File: config.mk
export PLATFORM = sky130hd
export DESIGN_NAME = tfst_update
export DESIGN_NICKNAME = d
export VERILOG_FILES = /design/src/rtl/tfst_pkg.sv /design/src/rtl/tfst_update.sv
export SDC_FILE = /design/constraint.sdc
export NUM_CORES = 1
export LEC_CHECK = 0
export CORE_AREA = 3 3 201 203
export DETAILED_ROUTE_END_ITERATION = 8
export DIE_AREA = 0 0 204 206
export DONT_BUFFER_PORTS = 1
export PLACE_DENSITY = 0.49
export SLEW_MARGIN = 20
export SYNTH_ARGS = -nofsm -noshare
export SYNTH_HDL_FRONTEND = slang
export SYNTH_SLANG_ARGS = --single-unit
File: constraint.sdc
create_clock -name vclk -period 24.8
set_clock_uncertainty 0.2 [all_clocks]
set_input_delay 7.44 -clock vclk [all_inputs]
set_output_delay 7.44 -clock vclk [all_outputs]
set_load 0.02 [all_outputs]
File: src/rtl/tfst_pkg.sv
// Package for the TCP flow state tracker: flow record layout, flag and
// anomaly codes, opcodes and the record update result type.
// No dependencies.
`timescale 1ns / 1ps

package tfst_pkg;

	localparam int FLOW_COUNT = 1024;
	localparam int FLOW_W = $clog2(FLOW_COUNT);
	localparam int CFG_AW = 3;

	// Opcodes of the event channel.
	localparam logic [1:0] OP_CLEAR = 2'd0;
	localparam logic [1:0] OP_SEG = 2'd1;
	localparam logic [1:0] OP_TERM = 2'd2;

	// Configuration register indexes.
	localparam logic [CFG_AW-1:0] REG_TO_RESET = 3'd0;
	localparam logic [CFG_AW-1:0] REG_TO_NEW = 3'd1;
	localparam logic [CFG_AW-1:0] REG_TO_EST = 3'd2;
	localparam logic [CFG_AW-1:0] REG_TO_CLOSING = 3'd3;
	localparam logic [CFG_AW-1:0] REG_TO_CLOSED = 3'd4;

	// TCP flags and masks.
	localparam logic [7:0] F_FIN = 8'h01;
	localparam logic [7:0] F_SYN = 8'h02;
	localparam logic [7:0] F_RST = 8'h04;
	localparam logic [7:0] F_ACK = 8'h10;
	localparam logic [7:0] M_ARSF = 8'h17;
	localparam logic [7:0] M_SFR = 8'h07;
	localparam logic [7:0] M_SA = 8'h12;
	localparam logic [7:0] M_ALL = 8'h3F;
	localparam logic [7:0] XMAS = 8'h29;

	// Anomaly bits.
	localparam logic [6:0] A_NONE = 7'h00;
	localparam logic [6:0] A_SETUP = 7'h01;
	localparam logic [6:0] A_EVIL = 7'h02;
	localparam logic [6:0] A_RSTS = 7'h04;
	localparam logic [6:0] A_TEAR = 7'h08;
	localparam logic [6:0] A_EFLG = 7'h10;
	localparam logic [6:0] A_CLOSE = 7'h20;
	localparam logic [6:0] A_RESET = 7'h40;

	// Connection states.
	localparam logic [2:0] S_NEW = 3'd0;
	localparam logic [2:0] S_EST = 3'd1;
	localparam logic [2:0] S_CLOSING = 3'd2;
	localparam logic [2:0] S_CLOSED = 3'd3;
	localparam logic [2:0] S_RESET = 3'd4;

	typedef struct packed {
		logic [2:0]  st;
		logic        syn_obs;
		logic        syn_acked;
		logic        fin_obs;
		logic        fin_acked;
		logic        fin_probe;
		logic [6:0]  anom;
		logic [31:0] syn_seq;
		logic [31:0] fin_seq;
	} rec_t;

	typedef struct packed {
		logic [15:0] t_reset;
		logic [15:0] t_new;
		logic [15:0] t_est;
		logic [15:0] t_closing;
		logic [15:0] t_closed;
	} tmo_cfg_t;

	typedef struct packed {
		rec_t        c;
		rec_t        r;
		logic        ct_v;
		logic [15:0] ct_t;
		logic        rt_v;
		logic [15:0] rt_t;
		logic [6:0]  agg;
	} upd_t;

	function automatic rec_t to_st(rec_t x, logic [2:0] st, logic [6:0] add);
		rec_t y;
		y = x;
		y.st = st;
		y.anom = x.anom | add;
		return y;
	endfunction

endpackage

File: src/rtl/tfst_update.sv
// Record update logic: applies one event to a flow record and its opposite.
// Depends on tfst_pkg.
`timescale 1ns / 1ps

module tfst_update import tfst_pkg::*; (
	input  logic [1:0]  op,
	input  logic        hop,
	input  logic        alias_fl,
	input  logic [7:0]  fl,
	input  logic [31:0] seq,
	input  logic [31:0] ack,
	input  rec_t        rd_c,
	input  rec_t        rd_r,
	input  logic [6:0]  agg,
	input  tmo_cfg_t    tmo,
	output upd_t        upd
);

	rec_t        c;
	rec_t        r;
	logic        ct_v;
	logic [15:0] ct_t;
	logic        rt_v;
	logic [15:0] rt_t;
	logic [7:0]  arsf;
	logic [7:0]  fall;
	logic [2:0]  st0;
	logic [6:0]  agg_n;

	// When the flow is its own opposite, both views name one record; in segment and
	// termination events every write to one view is copied to the other right away, and
	// timeouts for the opposite land in the flow's slot as well.
	always_comb begin
		c = rd_c;
		r = alias_fl ? rd_c : rd_r;
		ct_v = 1'b0;
		ct_t = '0;
		rt_v = 1'b0;
		rt_t = '0;
		agg_n = agg;
		arsf = fl & M_ARSF;
		fall = fl & M_ALL;
		st0 = rd_c.st;

		case (op)
			OP_CLEAR: begin
				c = '0;
			end
			OP_SEG: begin
				if (fall == XMAS || fall == 8'h00) begin
					c.anom = c.anom | A_EVIL;
					if (alias_fl) r = c;
				end
				st0 = c.st;
				case (st0)
					S_NEW: begin
						if ((fl & M_SFR) == F_SYN) begin
							c.syn_obs = 1'b1;
							c.syn_seq = seq;
							ct_v = 1'b1;
							ct_t = tmo.t_new;
							if (alias_fl) r = c;
							if ((fl & F_ACK) != 8'h00) begin
								if (hop && ack == r.syn_seq + 32'd1) begin
									r.syn_acked = 1'b1;
									if (alias_fl) c = r;
								end else begin
									c = to_st(c, S_EST, A_SETUP);
									ct_v = 1'b1;
									ct_t = tmo.t_est;
									if (alias_fl) r = c;
									if (hop) begin
										r = to_st(r, S_EST, A_SETUP);
										rt_v = 1'b1;
										rt_t = tmo.t_est;
										if (alias_fl) begin
											c = r;
											ct_v = 1'b1;
											ct_t = tmo.t_est;
										end
									end
								end
							end
						end else if (hop && arsf == F_ACK) begin
							if (ack == r.syn_seq + 32'd1) begin
								r.syn_acked = 1'b1;
								if (alias_fl) c = r;
								if (c.syn_acked) begin
									c = to_st(c, S_EST, A_NONE);
									ct_v = 1'b1;
									ct_t = tmo.t_est;
									if (alias_fl) r = c;
									r = to_st(r, S_EST, A_NONE);
									rt_v = 1'b1;
									rt_t = tmo.t_est;
									if (alias_fl) c = r;
								end
							end else begin
								c = to_st(c, S_EST, A_SETUP);
								ct_v = 1'b1;
								ct_t = tmo.t_est;
								if (alias_fl) r = c;
								r = to_st(r, S_EST, A_SETUP);
								rt_v = 1'b1;
								rt_t = tmo.t_est;
								if (alias_fl) c = r;
							end
						end else if (hop && arsf == (F_RST | F_ACK)) begin
							c = to_st(c, S_RESET, A_RSTS);
							ct_v = 1'b1;
							ct_t = tmo.t_reset;
							if (alias_fl) r = c;
							r = to_st(r, S_RESET, A_NONE);
							rt_v = 1'b1;
							rt_t = tmo.t_reset;
							if (alias_fl) c = r;
						end else if ((fl & F_RST) != 8'h00) begin
							c = to_st(c, S_RESET, A_RSTS | A_SETUP);
							ct_v = 1'b1;
							ct_t = tmo.t_reset;
							if (alias_fl) r = c;
							if (hop) begin
								r = to_st(r, S_RESET, A_SETUP);
								rt_v = 1'b1;
								rt_t = tmo.t_reset;
								if (alias_fl) c = r;
							end else begin
								c.anom = c.anom | A_EVIL;
							end
						end else if (arsf == (F_FIN | F_ACK)) begin
							c.fin_obs = 1'b1;
							c.fin_seq = seq;
							c = to_st(c, S_CLOSING, A_SETUP);
							ct_v = 1'b1;
							ct_t = tmo.t_closing;
							if (alias_fl) r = c;
							if (hop) begin
								r.anom = r.anom | A_SETUP;
								if (alias_fl) c = r;
								if (r.fin_obs && r.fin_seq + 32'd1 == ack) begin
									r.fin_acked = 1'b1;
									if (alias_fl) c = r;
								end
							end else begin
								c.fin_probe = 1'b1;
							end
						end else if (arsf == F_FIN) begin
							c.anom = c.anom | A_EVIL;
							if (alias_fl) r = c;
						end else begin
							c = to_st(c, S_EST, A_SETUP);
							ct_v = 1'b1;
							ct_t = tmo.t_est;
							if (alias_fl) r = c;
							if (hop) begin
								r = to_st(r, S_EST, A_SETUP);
								rt_v = 1'b1;
								rt_t = tmo.t_est;
								if (alias_fl) c = r;
							end
						end
					end
					S_EST: begin
						if ((fl & M_SA) != F_ACK) begin
							c.anom = c.anom | A_EFLG;
							if (alias_fl) r = c;
							if (hop) begin
								r.anom = r.anom | A_EFLG;
								if (alias_fl) c = r;
							end
						end
						if ((fl & F_FIN) != 8'h00) begin
							c.fin_obs = 1'b1;
							c.fin_seq = seq;
							c = to_st(c, S_CLOSING, A_NONE);
							ct_v = 1'b1;
							ct_t = tmo.t_closing;
							if (alias_fl) r = c;
							if ((fl & F_ACK) != 8'h00 && hop && r.fin_obs &&
								ack == r.fin_seq + 32'd1) begin
								r.fin_acked = 1'b1;
								if (alias_fl) c = r;
							end
						end
						if ((fl & F_RST) != 8'h00) begin
							c = to_st(c, S_RESET, A_RSTS | A_TEAR);
							ct_v = 1'b1;
							ct_t = tmo.t_reset;
							if (alias_fl) r = c;
							if (hop) begin
								r = to_st(r, S_RESET, A_TEAR);
								rt_v = 1'b1;
								rt_t = tmo.t_reset;
								if (alias_fl) c = r;
							end
						end
					end
					S_CLOSING: begin
						if ((fl & F_RST) != 8'h00) begin
							c = to_st(c, S_RESET, A_RSTS | A_TEAR);
							ct_v = 1'b1;
							ct_t = tmo.t_reset;
							if (alias_fl) r = c;
							if (hop) begin
								r = to_st(r, S_RESET, A_TEAR);
								rt_v = 1'b1;
								rt_t = tmo.t_reset;
								if (alias_fl) c = r;
							end
						end
						if ((fl & F_ACK) != 8'h00 && hop && r.fin_obs &&
							ack == r.fin_seq + 32'd1) begin
							r.fin_acked = 1'b1;
							if (alias_fl) c = r;
						end
						if (hop && c.fin_obs && c.fin_acked && r.fin_obs && r.fin_acked) begin
							c = to_st(c, S_CLOSED, A_NONE);
							ct_v = 1'b1;
							ct_t = tmo.t_closed;
							if (alias_fl) r = c;
							r = to_st(r, S_CLOSED, A_NONE);
							rt_v = 1'b1;
							rt_t = tmo.t_closed;
							if (alias_fl) c = r;
						end
					end
					S_CLOSED: begin
						c.anom = c.anom | A_CLOSE;
						if (alias_fl) r = c;
						if ((fl & F_RST) != 8'h00) begin
							c = to_st(c, S_RESET, A_RSTS | A_TEAR);
							ct_v = 1'b1;
							ct_t = tmo.t_reset;
							if (alias_fl) r = c;
							if (hop) begin
								r = to_st(r, S_RESET, A_TEAR);
								rt_v = 1'b1;
								rt_t = tmo.t_reset;
								if (alias_fl) c = r;
							end
						end
					end
					default: begin
						c.anom = c.anom | A_RESET;
						if (alias_fl) r = c;
					end
				endcase
			end
			OP_TERM: begin
				if (!hop) begin
					c.anom = c.anom | A_SETUP | A_TEAR;
				end else begin
					if (!(c.syn_obs && r.syn_obs && c.syn_acked && r.syn_acked)) begin
						c.anom = c.anom | A_SETUP;
						if (alias_fl) r = c;
					end
					if (!(c.fin_obs && r.fin_obs && c.fin_acked && r.fin_acked)) begin
						c.anom = c.anom | A_TEAR;
						if (alias_fl) r = c;
					end else begin
						c.fin_probe = 1'b0;
						r.fin_probe = 1'b0;
					end
				end
				if (c.fin_probe) begin
					c.anom = c.anom | A_EVIL;
					if (alias_fl) r = c;
				end
				agg_n = agg | c.anom;
			end
			default: begin
				c = rd_c;
			end
		endcase

		// Both timeout slots name the same flow when it is its own opposite.
		if (alias_fl) begin
			rt_v = ct_v;
			rt_t = ct_t;
		end
	end

	assign upd.c = c;
	assign upd.r = r;
	assign upd.ct_v = ct_v;
	assign upd.ct_t = ct_t;
	assign upd.rt_v = rt_v;
	assign upd.rt_t = rt_t;
	assign upd.agg = agg_n;

endmodule

==> impl_metrics.json <==
{
  "netlist_area_um2": 13040,
  "period_needed_ns": 20.88,
  "drcViolationCount": 0,
  "hold_depth": 1,
  "routed_via_density": 7.183,
  "overflow": 0,
  "critPathLaunchType": "input port",
  "antenna_found_initial": 0,
  "synth_top_area_share": 0.09738,
  "synth_warnings": 0,
  "final_cell_mix": "227 x nand2_1, 156 x a21oi_1, 145 x xnor2_1",
  "fin_crit_sh": 0.8420,
  "clockBufferCount": 0,
  "seq_cell_count": 0,
  "grt_pass1_wl_um": 112300,
  "grt_use_total": 0.3530,
  "drt_pre_antenna_iters": 6,
  "grt_pass1_vias": 15970,
  "first_iter_violations": 1969,
  "arrival_ns": 13.24,
  "synthTopCellsByArea": "xnor2_1 9.7%, mux2i_1 8.6%, nand2_1 6.6%",
  "grt_max_degree": 324,
  "nNetsFinal": 2229,
  "met3_usage": 0.08883,
  "setup_viol": 0,
  "met1_usage": 0.4121,
  "fin_setup_tns_ns": 0,
  "vias": 17380,
  "place_congestion": 1.011,
  "worstPathRequired_ns": 17.16,
  "synth_top_cell_by_area": "xnor2_1",
  "io_pins": 520,
  "hp-class": "in -> out",
  "die_h_um": 206,
  "wirelength_um": 80520,
  "worst-setup-path-type": "in -> out",
  "maxCapViolCount": 0,
  "max_slew_margin": 0.1678,
  "max_freq_mhz": 47.89,
  "maxSlewViolCount": 0,
  "port_buffers": 0,
  "post_cts_resized": 0,
  "rsz0062_at_grt": "no",
  "dp.final_hpwl_um": 62790,
  "min_from": "agg[0]",
  "layout-drive-gt1-share": 0.04584,
  "nFillCells": 4262,
  "syn_nets": 2369,
  "ys_types": 89,
  "postCtsSetupBuffers": 0,
  "worstHoldEndpoint": "upd[0]",
  "postSynthAreaPerCell_um2": 6.393,
  "grt.busiest_layer": "met2",
  "multi_input_area_um2": 12180,
  "layout_commonest_cell": "nand2_1",
  "wl_per_cell_um": 33.29,
  "start_util": 0.3374,
  "crit_path_end_kind": "primary output",
  "tightest_slew_ns": 1.217,
  "path_max_fanout": 323,
  "die_w_um": 204,
  "status": "finished clean",
  "die_area_um2": 42020,
  "row_count": 72,
  "final_hold_viol_count": 0,
  "ctsHoldBuffers": 0,
  "detail-route-antenna-nets": 0,
  "seq_area_frac_synth": 0,
  "grt_use_met2": 0.5996,
  "core_um2": 38650,
  "ff_latch_area_um2": 0,
  "syn2layout_area_growth_pct": 1.439,
  "syn_inst": 2040
}
synthesized netlist by cell type (35+ instances only):
master / count
xor2_1: 43
a21oi_1: 158
xnor2_1: 145
a22oi_1: 99
a22o_1: 68
mux2i_1: 112
clkbuf_1: 126
nand3_1: 109
nor3_1: 35
nor2_1: 118
a211oi_1: 35
o21ai_0: 139
nand2_1: 228
worst max path at each step:
stage / startpoint / endpoint / slack (ns) / depth (start not counted)
floorplan: alias_fl / upd[196] / 2.89 / 31
global placement: alias_fl / upd[19] / 4.17 / 17
detailed placement: alias_fl / upd[19] / 4.13 / 17
CTS: alias_fl / upd[19] / 4.14 / 17
global route: alias_fl / upd[19] / 3.56 / 17
finish: alias_fl / upd[23] / 3.92 / 17
layout make-up:
class                           instances  share of cell area
Antenna cell                            3           0.0005675
Inverter                               27            0.007661
Timing Repair Buffer                   39             0.02213
Tap cell                              518             0.04899
Multi-Input combinational cell       1832              0.9207
metrics by stage:
stage                     hold WS [ns]    util  cell area [um^2]  setup slack [ns]  instances
after floorplan                  14.82       -             13040             2.893       2040
after global placement           14.83  0.3421             13220             4.166       2416
after detailed placement         14.83  0.3421             13220             4.133       2416
after CTS                        14.83  0.3421             13220             4.141       2416
after global routing             14.83  0.3421             13220             3.560       2416
final                            14.82  0.3423             13230             3.918       2419
layer usage:
| layer | part of all wire | wire length (um) |
|---|---|---|
| met1 | 0.37 | 29510 |
| met2 | 0.46 | 36800 |
| met3 | 0.11 | 8919 |
| met4 | 0.066 | 5290 |
| met5 | 0 | 0 |
logic make-up after synthesis:
| logic type | Yosys count | share of synthesized area |
|---|---|---|
| buf+inv | 208 | 0.06975 |
| compound gates | 765 | 0.4025 |
| simple gates | 745 | 0.2958 |
| mux | 126 | 0.09805 |
| fa+ha+maj | 8 | 0.007676 |
| xor+xnor | 188 | 0.1263 |
worst max-delay path: stages:
cell and delay, ns:
inv_2 0.13, buf_4 0.30, a21boi_0 0.32, inv_1 0.08, ha_1 0.25, nand4b_1 0.20
nand2_1 0.27, o21ai_0 0.76, inv_1 0.11, a2111oi_0 0.40, a221oi_1 0.11, or4_1 0.59
or3_1 0.72, a21oi_2 0.46, buf_4 0.35, a21oi_1 0.07, a21oi_1 0.63
